## src/hw/rtl/dqe_pkg.sv

```systemverilog
`timescale 1ns / 1ps
`default_nettype none

package dqe_pkg;

  localparam int DEPTH  = 16;
  localparam int DATA_W = 32;
  localparam int IDX_W  = $clog2(DEPTH);
  localparam int CNT_W  = $clog2(DEPTH + 1);
  localparam int OP_W   = 3;
  localparam int ST_W   = 2;

  localparam logic [OP_W-1:0] OP_PUSH_REAR  = 3'd0;
  localparam logic [OP_W-1:0] OP_PUSH_FRONT = 3'd1;
  localparam logic [OP_W-1:0] OP_POP_REAR   = 3'd2;
  localparam logic [OP_W-1:0] OP_POP_FRONT  = 3'd3;
  localparam logic [OP_W-1:0] OP_LIST       = 3'd4;

  localparam logic [ST_W-1:0] ST_OK    = 2'd0;
  localparam logic [ST_W-1:0] ST_FULL  = 2'd1;
  localparam logic [ST_W-1:0] ST_EMPTY = 2'd2;

  typedef enum logic [2:0] {
    ACT_NONE,
    ACT_PUSH_REAR,
    ACT_PUSH_FRONT,
    ACT_POP_FRONT,
    ACT_ROTATE
  } cell_act_e;

  typedef struct packed {
    cell_act_e               act;
    logic [CNT_W-1:0]        fill;
    logic signed [DATA_W-1:0] value;
  } cell_cmd_t;

endpackage

`default_nettype wire

```

## src/hw/rtl/dqe_cell.sv

```systemverilog
`timescale 1ns / 1ps
`default_nettype none

module dqe_cell (
  input  wire logic                             clk_i,
  input  wire dqe_pkg::cell_cmd_t               cmd_i,
  input  wire logic [dqe_pkg::IDX_W-1:0]        idx_i,
  input  wire logic signed [dqe_pkg::DATA_W-1:0] left_i,
  input  wire logic signed [dqe_pkg::DATA_W-1:0] right_i,
  input  wire logic signed [dqe_pkg::DATA_W-1:0] wrap_i,
  output logic signed [dqe_pkg::DATA_W-1:0]      data_o
);

  logic signed [dqe_pkg::DATA_W-1:0] data_q, data_d;
  logic [dqe_pkg::CNT_W-1:0]         pos;

  assign pos = dqe_pkg::CNT_W'(idx_i);

  always_comb begin
    data_d = data_q;
    case (cmd_i.act)
      dqe_pkg::ACT_PUSH_REAR: begin
        if (pos == cmd_i.fill) data_d = cmd_i.value;
      end
      dqe_pkg::ACT_PUSH_FRONT: begin
        data_d = (idx_i == '0) ? cmd_i.value : left_i;
      end
      dqe_pkg::ACT_POP_FRONT: begin
        data_d = right_i;
      end
      dqe_pkg::ACT_ROTATE: begin
        // front word goes round to the last occupied cell
        data_d = (pos + 1'b1 == cmd_i.fill) ? wrap_i : right_i;
      end
      default: begin
        data_d = data_q;
      end
    endcase
  end

  always_ff @(posedge clk_i) begin
    data_q <= data_d;
  end

  assign data_o = data_q;

endmodule

`default_nettype wire

```

## src/hw/rtl/double_ended_queue.sv

```systemverilog
`timescale 1ns / 1ps
`default_nettype none

// Bounded deque of signed 32-bit words held in a row of cells, front in cell 0.
// Input channel: op_i/value_i with in_valid_i/in_ready_o. Ops push rear, push
// front, pop rear, pop front, list; other codes are taken and give no beat.
// Output channel: data_o/status_o/count_o/last_o with out_valid_o/out_ready_i.
// Pushes and pops give one beat, in the cycle after acceptance. Unless the
// output stalls, a new item can be taken every cycle: the cells shift or
// load in the accepting cycle. A list gives one beat per element held (one
// beat of status empty when the deque is empty); the row rotates by one cell
// per beat, and the input waits until the last beat of the list is issued.
// Push into a full deque and pop or list of an empty one give a status beat
// and leave the contents alone.
// Reset empties the deque and drops any pending output beat; cell contents
// are not cleared. If the receiver stalls, the output register holds its
// beat and the block takes no further input until the beat is taken.
module double_ended_queue (
  input  wire logic                              clk_i,
  input  wire logic                              rst_ni,
  input  wire logic                              in_valid_i,
  output logic                                   in_ready_o,
  input  wire logic [dqe_pkg::OP_W-1:0]          op_i,
  input  wire logic signed [dqe_pkg::DATA_W-1:0] value_i,
  output logic                                   out_valid_o,
  input  wire logic                              out_ready_i,
  output logic signed [dqe_pkg::DATA_W-1:0]      data_o,
  output logic [dqe_pkg::ST_W-1:0]               status_o,
  output logic [dqe_pkg::CNT_W-1:0]              count_o,
  output logic                                   last_o
);

  localparam logic S_IDLE = 1'b0;
  localparam logic S_LIST = 1'b1;

  logic state_q, state_d;
  logic [dqe_pkg::CNT_W-1:0] fill_q, fill_d;
  logic [dqe_pkg::CNT_W-1:0] lcnt_q, lcnt_d;

  logic                              out_valid_q, out_valid_d;
  logic signed [dqe_pkg::DATA_W-1:0] out_data_q, out_data_d;
  logic [dqe_pkg::ST_W-1:0]          out_status_q, out_status_d;
  logic [dqe_pkg::CNT_W-1:0]         out_count_q, out_count_d;
  logic                              out_last_q, out_last_d;

  dqe_pkg::cell_cmd_t cmd;
  logic signed [dqe_pkg::DATA_W-1:0] cell_data [dqe_pkg::DEPTH];
  logic [dqe_pkg::CNT_W-1:0]         rear_pos;
  logic signed [dqe_pkg::DATA_W-1:0] rear_data;
  logic accept, out_free, is_full, is_empty, list_last;

  for (genvar g = 0; g < dqe_pkg::DEPTH; g++) begin : g_cell
    logic signed [dqe_pkg::DATA_W-1:0] left, right;
    if (g == 0) begin : g_first
      assign left = cmd.value;
    end else begin : g_mid
      assign left = cell_data[g-1];
    end
    if (g == dqe_pkg::DEPTH - 1) begin : g_end
      assign right = cell_data[0];
    end else begin : g_body
      assign right = cell_data[g+1];
    end
    dqe_cell u_cell (
      .clk_i   (clk_i),
      .cmd_i   (cmd),
      .idx_i   (dqe_pkg::IDX_W'(g)),
      .left_i  (left),
      .right_i (right),
      .wrap_i  (cell_data[0]),
      .data_o  (cell_data[g])
    );
  end

  assign rear_pos  = fill_q - 1'b1;
  assign rear_data = cell_data[rear_pos[dqe_pkg::IDX_W-1:0]];
  assign out_free  = !out_valid_q || out_ready_i;
  assign in_ready_o = (state_q == S_IDLE) && out_free;
  assign accept    = in_valid_i && in_ready_o;
  assign is_full   = (fill_q == dqe_pkg::CNT_W'(dqe_pkg::DEPTH));
  assign is_empty  = (fill_q == '0);
  assign list_last = (lcnt_q + 1'b1 == fill_q);

  always_comb begin
    state_d      = state_q;
    fill_d       = fill_q;
    lcnt_d       = lcnt_q;
    cmd.act      = dqe_pkg::ACT_NONE;
    cmd.fill     = fill_q;
    cmd.value    = value_i;
    out_valid_d  = out_valid_q && !out_ready_i;
    out_data_d   = out_data_q;
    out_status_d = out_status_q;
    out_count_d  = out_count_q;
    out_last_d   = out_last_q;

    if (accept) begin
      case (op_i)
        dqe_pkg::OP_PUSH_REAR, dqe_pkg::OP_PUSH_FRONT: begin
          out_valid_d = 1'b1;
          out_data_d  = '0;
          out_last_d  = 1'b1;
          if (is_full) begin
            out_status_d = dqe_pkg::ST_FULL;
            out_count_d  = fill_q;
          end else begin
            cmd.act      = (op_i == dqe_pkg::OP_PUSH_REAR) ? dqe_pkg::ACT_PUSH_REAR
                                                           : dqe_pkg::ACT_PUSH_FRONT;
            fill_d       = fill_q + 1'b1;
            out_status_d = dqe_pkg::ST_OK;
            out_count_d  = fill_q + 1'b1;
          end
        end
        dqe_pkg::OP_POP_REAR, dqe_pkg::OP_POP_FRONT: begin
          out_valid_d = 1'b1;
          out_last_d  = 1'b1;
          if (is_empty) begin
            out_data_d   = '0;
            out_status_d = dqe_pkg::ST_EMPTY;
            out_count_d  = '0;
          end else begin
            if (op_i == dqe_pkg::OP_POP_FRONT) begin
              cmd.act    = dqe_pkg::ACT_POP_FRONT;
              out_data_d = cell_data[0];
            end else begin
              out_data_d = rear_data;
            end
            fill_d       = rear_pos;
            out_status_d = dqe_pkg::ST_OK;
            out_count_d  = rear_pos;
          end
        end
        dqe_pkg::OP_LIST: begin
          out_valid_d = 1'b1;
          out_count_d = fill_q;
          if (is_empty) begin
            out_data_d   = '0;
            out_status_d = dqe_pkg::ST_EMPTY;
            out_last_d   = 1'b1;
          end else begin
            cmd.act      = dqe_pkg::ACT_ROTATE;
            out_data_d   = cell_data[0];
            out_status_d = dqe_pkg::ST_OK;
            out_last_d   = (fill_q == dqe_pkg::CNT_W'(1));
            lcnt_d       = dqe_pkg::CNT_W'(1);
            if (fill_q != dqe_pkg::CNT_W'(1)) state_d = S_LIST;
          end
        end
        default: begin
          out_valid_d = out_valid_q && !out_ready_i;
        end
      endcase
    end else if (state_q == S_LIST && out_free) begin
      // one element per beat; after fill_q rotations the row is back in order
      cmd.act      = dqe_pkg::ACT_ROTATE;
      out_valid_d  = 1'b1;
      out_data_d   = cell_data[0];
      out_status_d = dqe_pkg::ST_OK;
      out_count_d  = fill_q;
      out_last_d   = list_last;
      lcnt_d       = lcnt_q + 1'b1;
      if (list_last) state_d = S_IDLE;
    end
  end

  always_ff @(posedge clk_i or negedge rst_ni) begin
    if (!rst_ni) begin
      state_q     <= S_IDLE;
      fill_q      <= '0;
      lcnt_q      <= '0;
      out_valid_q <= 1'b0;
    end else begin
      state_q     <= state_d;
      fill_q      <= fill_d;
      lcnt_q      <= lcnt_d;
      out_valid_q <= out_valid_d;
    end
  end

  always_ff @(posedge clk_i) begin
    out_data_q   <= out_data_d;
    out_status_q <= out_status_d;
    out_count_q  <= out_count_d;
    out_last_q   <= out_last_d;
  end

  assign out_valid_o = out_valid_q;
  assign data_o      = out_data_q;
  assign status_o    = out_status_q;
  assign count_o     = out_count_q;
  assign last_o      = out_last_q;

  a_fill_bound: assert property (@(posedge clk_i) disable iff (!rst_ni)
    fill_q <= dqe_pkg::CNT_W'(dqe_pkg::DEPTH))
    else $error("fill count beyond depth");

  a_full_push_holds: assert property (@(posedge clk_i) disable iff (!rst_ni)
    (accept && is_full && (op_i == dqe_pkg::OP_PUSH_REAR ||
     op_i == dqe_pkg::OP_PUSH_FRONT)) |=> $stable(fill_q))
    else $error("refused push changed the fill count");

  a_list_cnt: assert property (@(posedge clk_i) disable iff (!rst_ni)
    (state_q == S_LIST) |-> (lcnt_q < fill_q && lcnt_q != '0))
    else $error("list beat counter out of range");

  a_empty_beat: assert property (@(posedge clk_i) disable iff (!rst_ni)
    (out_valid_q && out_status_q == dqe_pkg::ST_EMPTY) |->
    (out_count_q == '0 && out_last_q))
    else $error("empty status beat malformed");

endmodule

`default_nettype wire

```

## config.mk

```make
export PLATFORM = sky130hd
export DESIGN_NAME = double_ended_queue
export DESIGN_NICKNAME = d
export VERILOG_FILES = /design/src/hw/rtl/dqe_pkg.sv /design/src/hw/rtl/dqe_cell.sv /design/src/hw/rtl/double_ended_queue.sv
export SDC_FILE = /design/constraint.sdc
export NUM_CORES = 1
export LEC_CHECK = 0
export BUFFER_PORTS_ARGS = -buffer_cell sky130_fd_sc_hd__buf_2
export CELL_PAD_IN_SITES_DETAIL_PLACEMENT = 0
export CELL_PAD_IN_SITES_GLOBAL_PLACEMENT = 2
export CORE_MARGIN = 10
export CORE_UTILIZATION = 35
export DETAILED_ROUTE_END_ITERATION = 12
export MAX_ROUTING_LAYER = met4
export PLACE_DENSITY = 0.7
export SYNTH_ARGS = -nofsm -noshare
export SYNTH_HDL_FRONTEND = slang
export SYNTH_SLANG_ARGS = --single-unit
```

## constraint.sdc

```tcl
create_clock -name clk_i -period 5.05 [get_ports clk_i]
set_input_delay 0.2525 -clock clk_i [delete_from_list [all_inputs] [get_ports clk_i]]
set_output_delay 0.2525 -clock clk_i [all_outputs]
set_load 0.02 [all_outputs]
```

==> impl_summary.txt <==
----------------------------------------------------
[Clocking]
  Post-CTS setup-driven buffer insertion count ... 0
  Clock edge transition at the registers on the reported setup and hold paths ... 0.06 ns
  Clock tree buffer depth ... 3
  Clock sink count ... about 560
  Root buffer cell ... sky130_fd_sc_hd__clkbuf_16
  Clock latency on the worst-skew pair ... 0.63 ns
  H-Tree Depth ... 3
  CTS tree ... yes
  Clock buffers created by TritonCTS ... 66

[Cells and area]
  Utilization of the core after routing ... 0.395
  Non-filler cells, final ... 3617
  Finished layout cell area ... 36200 sq um
  Area occupied by registers ... between 15000 and 20000 sq um
  FILL cells ... 8540
  Fraction of final layout cells sized beyond drive strength 1 ... 0.197
  Nets ... around 2400
  Footprint of the multi-input gates ... between 10000 and 15000 sq um
  Growth of design area from synthesis to finish ... 12.0%

[STA]
  Share of the clock period used by the worst path after layout ... 0.809
  Maximum frequency from static timing analysis ... 245 MHz
  Transition time at the pin with the least slew margin ... 1.36 ns
  Worst hold slack ... 0.0382 ns
  Final Hold Violating Endpoints ... 0
  Setup repair after global routing missed its margin ... no
  Setup-failing EPs final ... 0
  Pins Over Slew Limit ... 0
  Post-route minimum period ... 4.08 ns
  Relative max-transition margin ... 0.0909
  Largest clock skew in the final design ... ~0.024 ns

[Worst setup path]
  Number of cells traversed by the worst register-to-register path ... 8
  Critical path type ... register to register
  Worst-path fanout max ... 22
  Crit path launch type ... register
  Critical Path End ... g_cell[12].u_cell.data_o[10]$_DFFE_PP_
  Crit. Startpoint ... fill_q[0]$_DFFE_PN0P_
  Sort of element at the end of the critical path ... register
  Reg-to-Reg End ... g_cell[12].u_cell.data_o[10]$_DFFE_PP_
  Data required time at the worst endpoint ... around 5.4 ns
  Data arrival time of the worst path ... between 4 and 5 ns
  Worst r2r src ... fill_q[0]$_DFFE_PN0P_
  Register-to-register setup slack ... between 0.9 and 1 ns

[Yosys]
  Net count of the mapped netlist ... 2520
  Synthesized area ... 32400 sq um
  Number of cells produced by synthesis ... approximately 2500
  Count of yosys warnings during synthesis ... 0
  Avg Inst Size Synth ... 13.1 sq um
  Share of synthesized flip-flops with an asynchronous set or reset ... 0.0213
  Dominant register cell in the synthesized netlist ... sky130_fd_sc_hd__edfxtp_1
  Synthesized flop and latch total ... 564
  Synth cell types ... 55
  Count of flip-flops with a built-in enable after synthesis ... 552
  Post-synthesis sequential area ratio ... 0.522

[Global route]
  Via count of the first global-routing pass ... 24600
  Maximum number of pins on one net before global-route repair ... 211
  Antenna violations before repair ... 1
  GRT Overall Usage ... 0.235
  First-pass GRT wire length ... 178000 um
  Remaining global-route overflow ... 0

[Power]
  Net switching power ... 0.0102 W
  Sequential Power Share ... 0.385
  Combinational share of power ... 0.424
  VDD IR max ... 486 uV
  Clk pwr share ... 0.192
  Static power due to leakage ... 13.9 nW
  Fraction of power spent switching nets ... 0.414
  Internal ... 0.0145 W
  Pwr dens ... around 680 nW/um^2

[Detailed routing]
  Number of remaining DRC errors ... 0
  Average wire per cell in the routed design ... approximately 34 um
  Via count ... 25200
  Number of DRC violations after detailed-routing iteration 0 ... between 3000 and 4000
  Vias per cell ... between 6 and 7
  Number of antenna-violating nets in the routed design ... 0
  Total length of routed wires ... about 120000 um
  First-pass detailed-route iteration total ... 5

[Worst hold path]
  Hold Crit Class ... input pin to register

[Placement]
  Area post-placement ... 33900 sq um
  # placed instances ... 3469
  Number of input and output port buffers inserted ... 80
  RD Place Congestion ... 0.846
  Hpwl dp ... 72000 um

[Floorplanning]
  Core area ... 91700 sq um
  Initial core utilization ... 0.353
  Die ar. ... 105000 sq um
  Die outline height ... 324 um
  Standard-cell row count ... about 110
  Horizontal die dimension ... 324 um
  IO Pins ... 81

[Outcome]
  Run status ... completed

[Job]
  Number of maximum-capacitance constraint violations ... 0

----------------------------------------------------
## worst max-delay path: stages (launching register included)
cell                      delay [ns]
sky130_fd_sc_hd__dfrtp_4        0.66
sky130_fd_sc_hd__inv_1          0.27
sky130_fd_sc_hd__ha_4           0.18
sky130_fd_sc_hd__or4b_4         0.53
sky130_fd_sc_hd__nand4_4        0.28
sky130_fd_sc_hd__nand2_2        0.23
sky130_fd_sc_hd__a21oi_4        0.93
sky130_fd_sc_hd__o21ai_4        0.30
sky130_fd_sc_hd__buf_4          0.38
## cells by family (layout without fill, tap and decap cells)
kind of cell	Yosys count	in the layout	share of synthesized area
buffers and inverters	349	304	0.0486
adder cells (fa/ha/maj)	7	7	0.00271
flip-flops	564	564	0.522
multiplexers	170	170	0.104
AND/OR/NAND/NOR	304	304	0.0460
other	0	2	0
AO/OA/AOI/OAI	1065	1065	0.273
XOR/XNOR	15	15	0.00406
## power groups by stage
stage	clock (W)	combinational [W]	sequential, W
after floorplan	0	0.00697	0.00881
after CTS	0.00482	0.0104	0.00943
after detailed placement	0	0.0103	0.00950
final	0.00474	0.0105	0.00950
after global placement	0	0.0102	0.00943
after global routing	0.00501	0.0110	0.00970
## routing by layer
metal  global-route usage  part of all wire  wire length, um  vias to the layer above
li1                     -                 -                -                    10200
met1                0.316              0.42            51300                    13100
met2                0.345              0.45            55000                     1674
met3               0.0529              0.10            12600                      254
met4               0.0858             0.033             4100                        0
met5                    -                 0                0                        -
## synth_stat cells (2+ instances only)
master | count | area, sq um
sky130_fd_sc_hd__a211o_1 | 406 | 3560
sky130_fd_sc_hd__a21o_1 | 10 | 75.1
sky130_fd_sc_hd__a21o_4 | 3 | 45.0
sky130_fd_sc_hd__a21oi_1 | 87 | 435
sky130_fd_sc_hd__a221o_1 | 64 | 641
sky130_fd_sc_hd__a222oi_1 | 10 | 100
sky130_fd_sc_hd__a22o_1 | 375 | 3280
sky130_fd_sc_hd__a22oi_1 | 3 | 22.5
sky130_fd_sc_hd__a32oi_1 | 32 | 280
sky130_fd_sc_hd__and2_1 | 3 | 18.8
sky130_fd_sc_hd__and3_1 | 35 | 219
sky130_fd_sc_hd__buf_1 | 32 | 120
sky130_fd_sc_hd__buf_2 | 54 | 270
sky130_fd_sc_hd__buf_4 | 19 | 143
sky130_fd_sc_hd__buf_6 | 13 | 146
sky130_fd_sc_hd__clkbuf_1 | 205 | 769
sky130_fd_sc_hd__clkbuf_2 | 21 | 105
sky130_fd_sc_hd__dfrtp_1 | 12 | 300
sky130_fd_sc_hd__edfxtp_1 | 552 | 16600
sky130_fd_sc_hd__ha_1 | 7 | 87.6
sky130_fd_sc_hd__inv_1 | 5 | 18.8
sky130_fd_sc_hd__mux2_2 | 42 | 473
sky130_fd_sc_hd__mux4_2 | 128 | 2880
sky130_fd_sc_hd__nand2_1 | 160 | 601
sky130_fd_sc_hd__nand2b_1 | 5 | 31.3
sky130_fd_sc_hd__nand3_1 | 29 | 145
sky130_fd_sc_hd__nand3b_1 | 22 | 165
sky130_fd_sc_hd__nand4_1 | 4 | 25.0
sky130_fd_sc_hd__nor2_1 | 18 | 67.6
sky130_fd_sc_hd__nor2b_1 | 9 | 56.3
sky130_fd_sc_hd__nor3_1 | 6 | 30.0
sky130_fd_sc_hd__o21ai_0 | 62 | 310
sky130_fd_sc_hd__o21ai_1 | 2 | 10.0
sky130_fd_sc_hd__o21bai_1 | 2 | 15.0
sky130_fd_sc_hd__o22ai_1 | 2 | 12.5
sky130_fd_sc_hd__o31ai_1 | 2 | 15.0
sky130_fd_sc_hd__or3_1 | 2 | 12.5
sky130_fd_sc_hd__xnor2_1 | 9 | 78.8
sky130_fd_sc_hd__xor2_1 | 6 | 52.6
## sequential cells by signal, summed over array words and instances (netlist names)
signal,count
g_cell.u_cell.data_o,512
data_o,32
count_o,5
fill_q,5
lcnt_q,5
status_o,2
last_o,1
out_valid_o,1
state_q,1
## metrics by stage
stage               total power [W]  TNS (ns)  setup slack [ns]
finish                       0.0247         0             0.966
global route                 0.0257         0             0.832
CTS                          0.0246         0             0.974
detailed placement           0.0198         0             0.995
global placement             0.0197         0              1.07
floorplan                    0.0158    -26.59           -0.0866
## layout make-up
class                      count  area share
timing repair buffer         181      0.0398
sequential                   564       0.466
antenna                        2    0.000138
multi-input combinational   1561       0.396
clock buffer                  77      0.0482
inverter                       5    0.000518
tap                         1186      0.0410
clock inverter                41     0.00832
## what timing repair did
item	CTS	global route
resized for setup	0	0
endpoints found under the hold margin	39	0
hold buffers	28	0
## worst min-delay path by stage
stage,start,end,cells after the start
after floorplan,rst_ni,fill_q[0]$_DFFE_PN0P_,0
after global placement,rst_ni,lcnt_q[3]$_DFFE_PN0P_,1
after detailed placement,rst_ni,lcnt_q[3]$_DFFE_PN0P_,1
after CTS,value_i[17],g_cell[0].u_cell.data_o[17]$_DFFE_PP_,2
after global routing,value_i[20],g_cell[0].u_cell.data_o[20]$_DFFE_PP_,2
final,value_i[17],g_cell[0].u_cell.data_o[17]$_DFFE_PP_,2
## layout by cell type, fill, tap and decap left out, types with 3 or more instances in the layout
cell                            netlist  final
sky130_fd_sc_hd__inv_1                5      5
sky130_fd_sc_hd__mux4_2             128    128
sky130_fd_sc_hd__dlygate4sd3_1        0     28
sky130_fd_sc_hd__edfxtp_1           552    552
sky130_fd_sc_hd__buf_4               19     56
sky130_fd_sc_hd__a32oi_1             32     32
sky130_fd_sc_hd__clkinv_2             0     17
sky130_fd_sc_hd__clkbuf_16            0     68
sky130_fd_sc_hd__a21oi_4              0     13
sky130_fd_sc_hd__buf_12               0     17
sky130_fd_sc_hd__clkbuf_1           205      8
sky130_fd_sc_hd__xor2_1               6      5
sky130_fd_sc_hd__a21o_2               0     10
sky130_fd_sc_hd__xnor2_1              9      8
sky130_fd_sc_hd__clkinv_1             0     17
sky130_fd_sc_hd__a22oi_1              3      3
sky130_fd_sc_hd__a22o_1             375    375
sky130_fd_sc_hd__nand4_1              4      4
sky130_fd_sc_hd__bufinv_16            0      4
sky130_fd_sc_hd__a221o_1             64     64
sky130_fd_sc_hd__nand3_1             29     28
sky130_fd_sc_hd__nor2_1              18     16
sky130_fd_sc_hd__a21o_4               3      3
sky130_fd_sc_hd__a21oi_1             87     74
sky130_fd_sc_hd__buf_2               54     80
sky130_fd_sc_hd__o21ai_4              0     15
sky130_fd_sc_hd__dfrtp_1             12     11
sky130_fd_sc_hd__a222oi_1            10     10
sky130_fd_sc_hd__nor2b_1              9      9
sky130_fd_sc_hd__o21ai_0             62     48
sky130_fd_sc_hd__nand2_1            160    158
sky130_fd_sc_hd__nand3b_1            22     22
sky130_fd_sc_hd__mux2_2              42     42
sky130_fd_sc_hd__ha_1                 7      6
sky130_fd_sc_hd__and2_1               3      3
sky130_fd_sc_hd__and3_1              35     35
sky130_fd_sc_hd__nand2b_1             5      5
sky130_fd_sc_hd__nor3_1               6      6
sky130_fd_sc_hd__a211o_1            406    406
No activity file was read; power rests on OpenSTA's default activity.
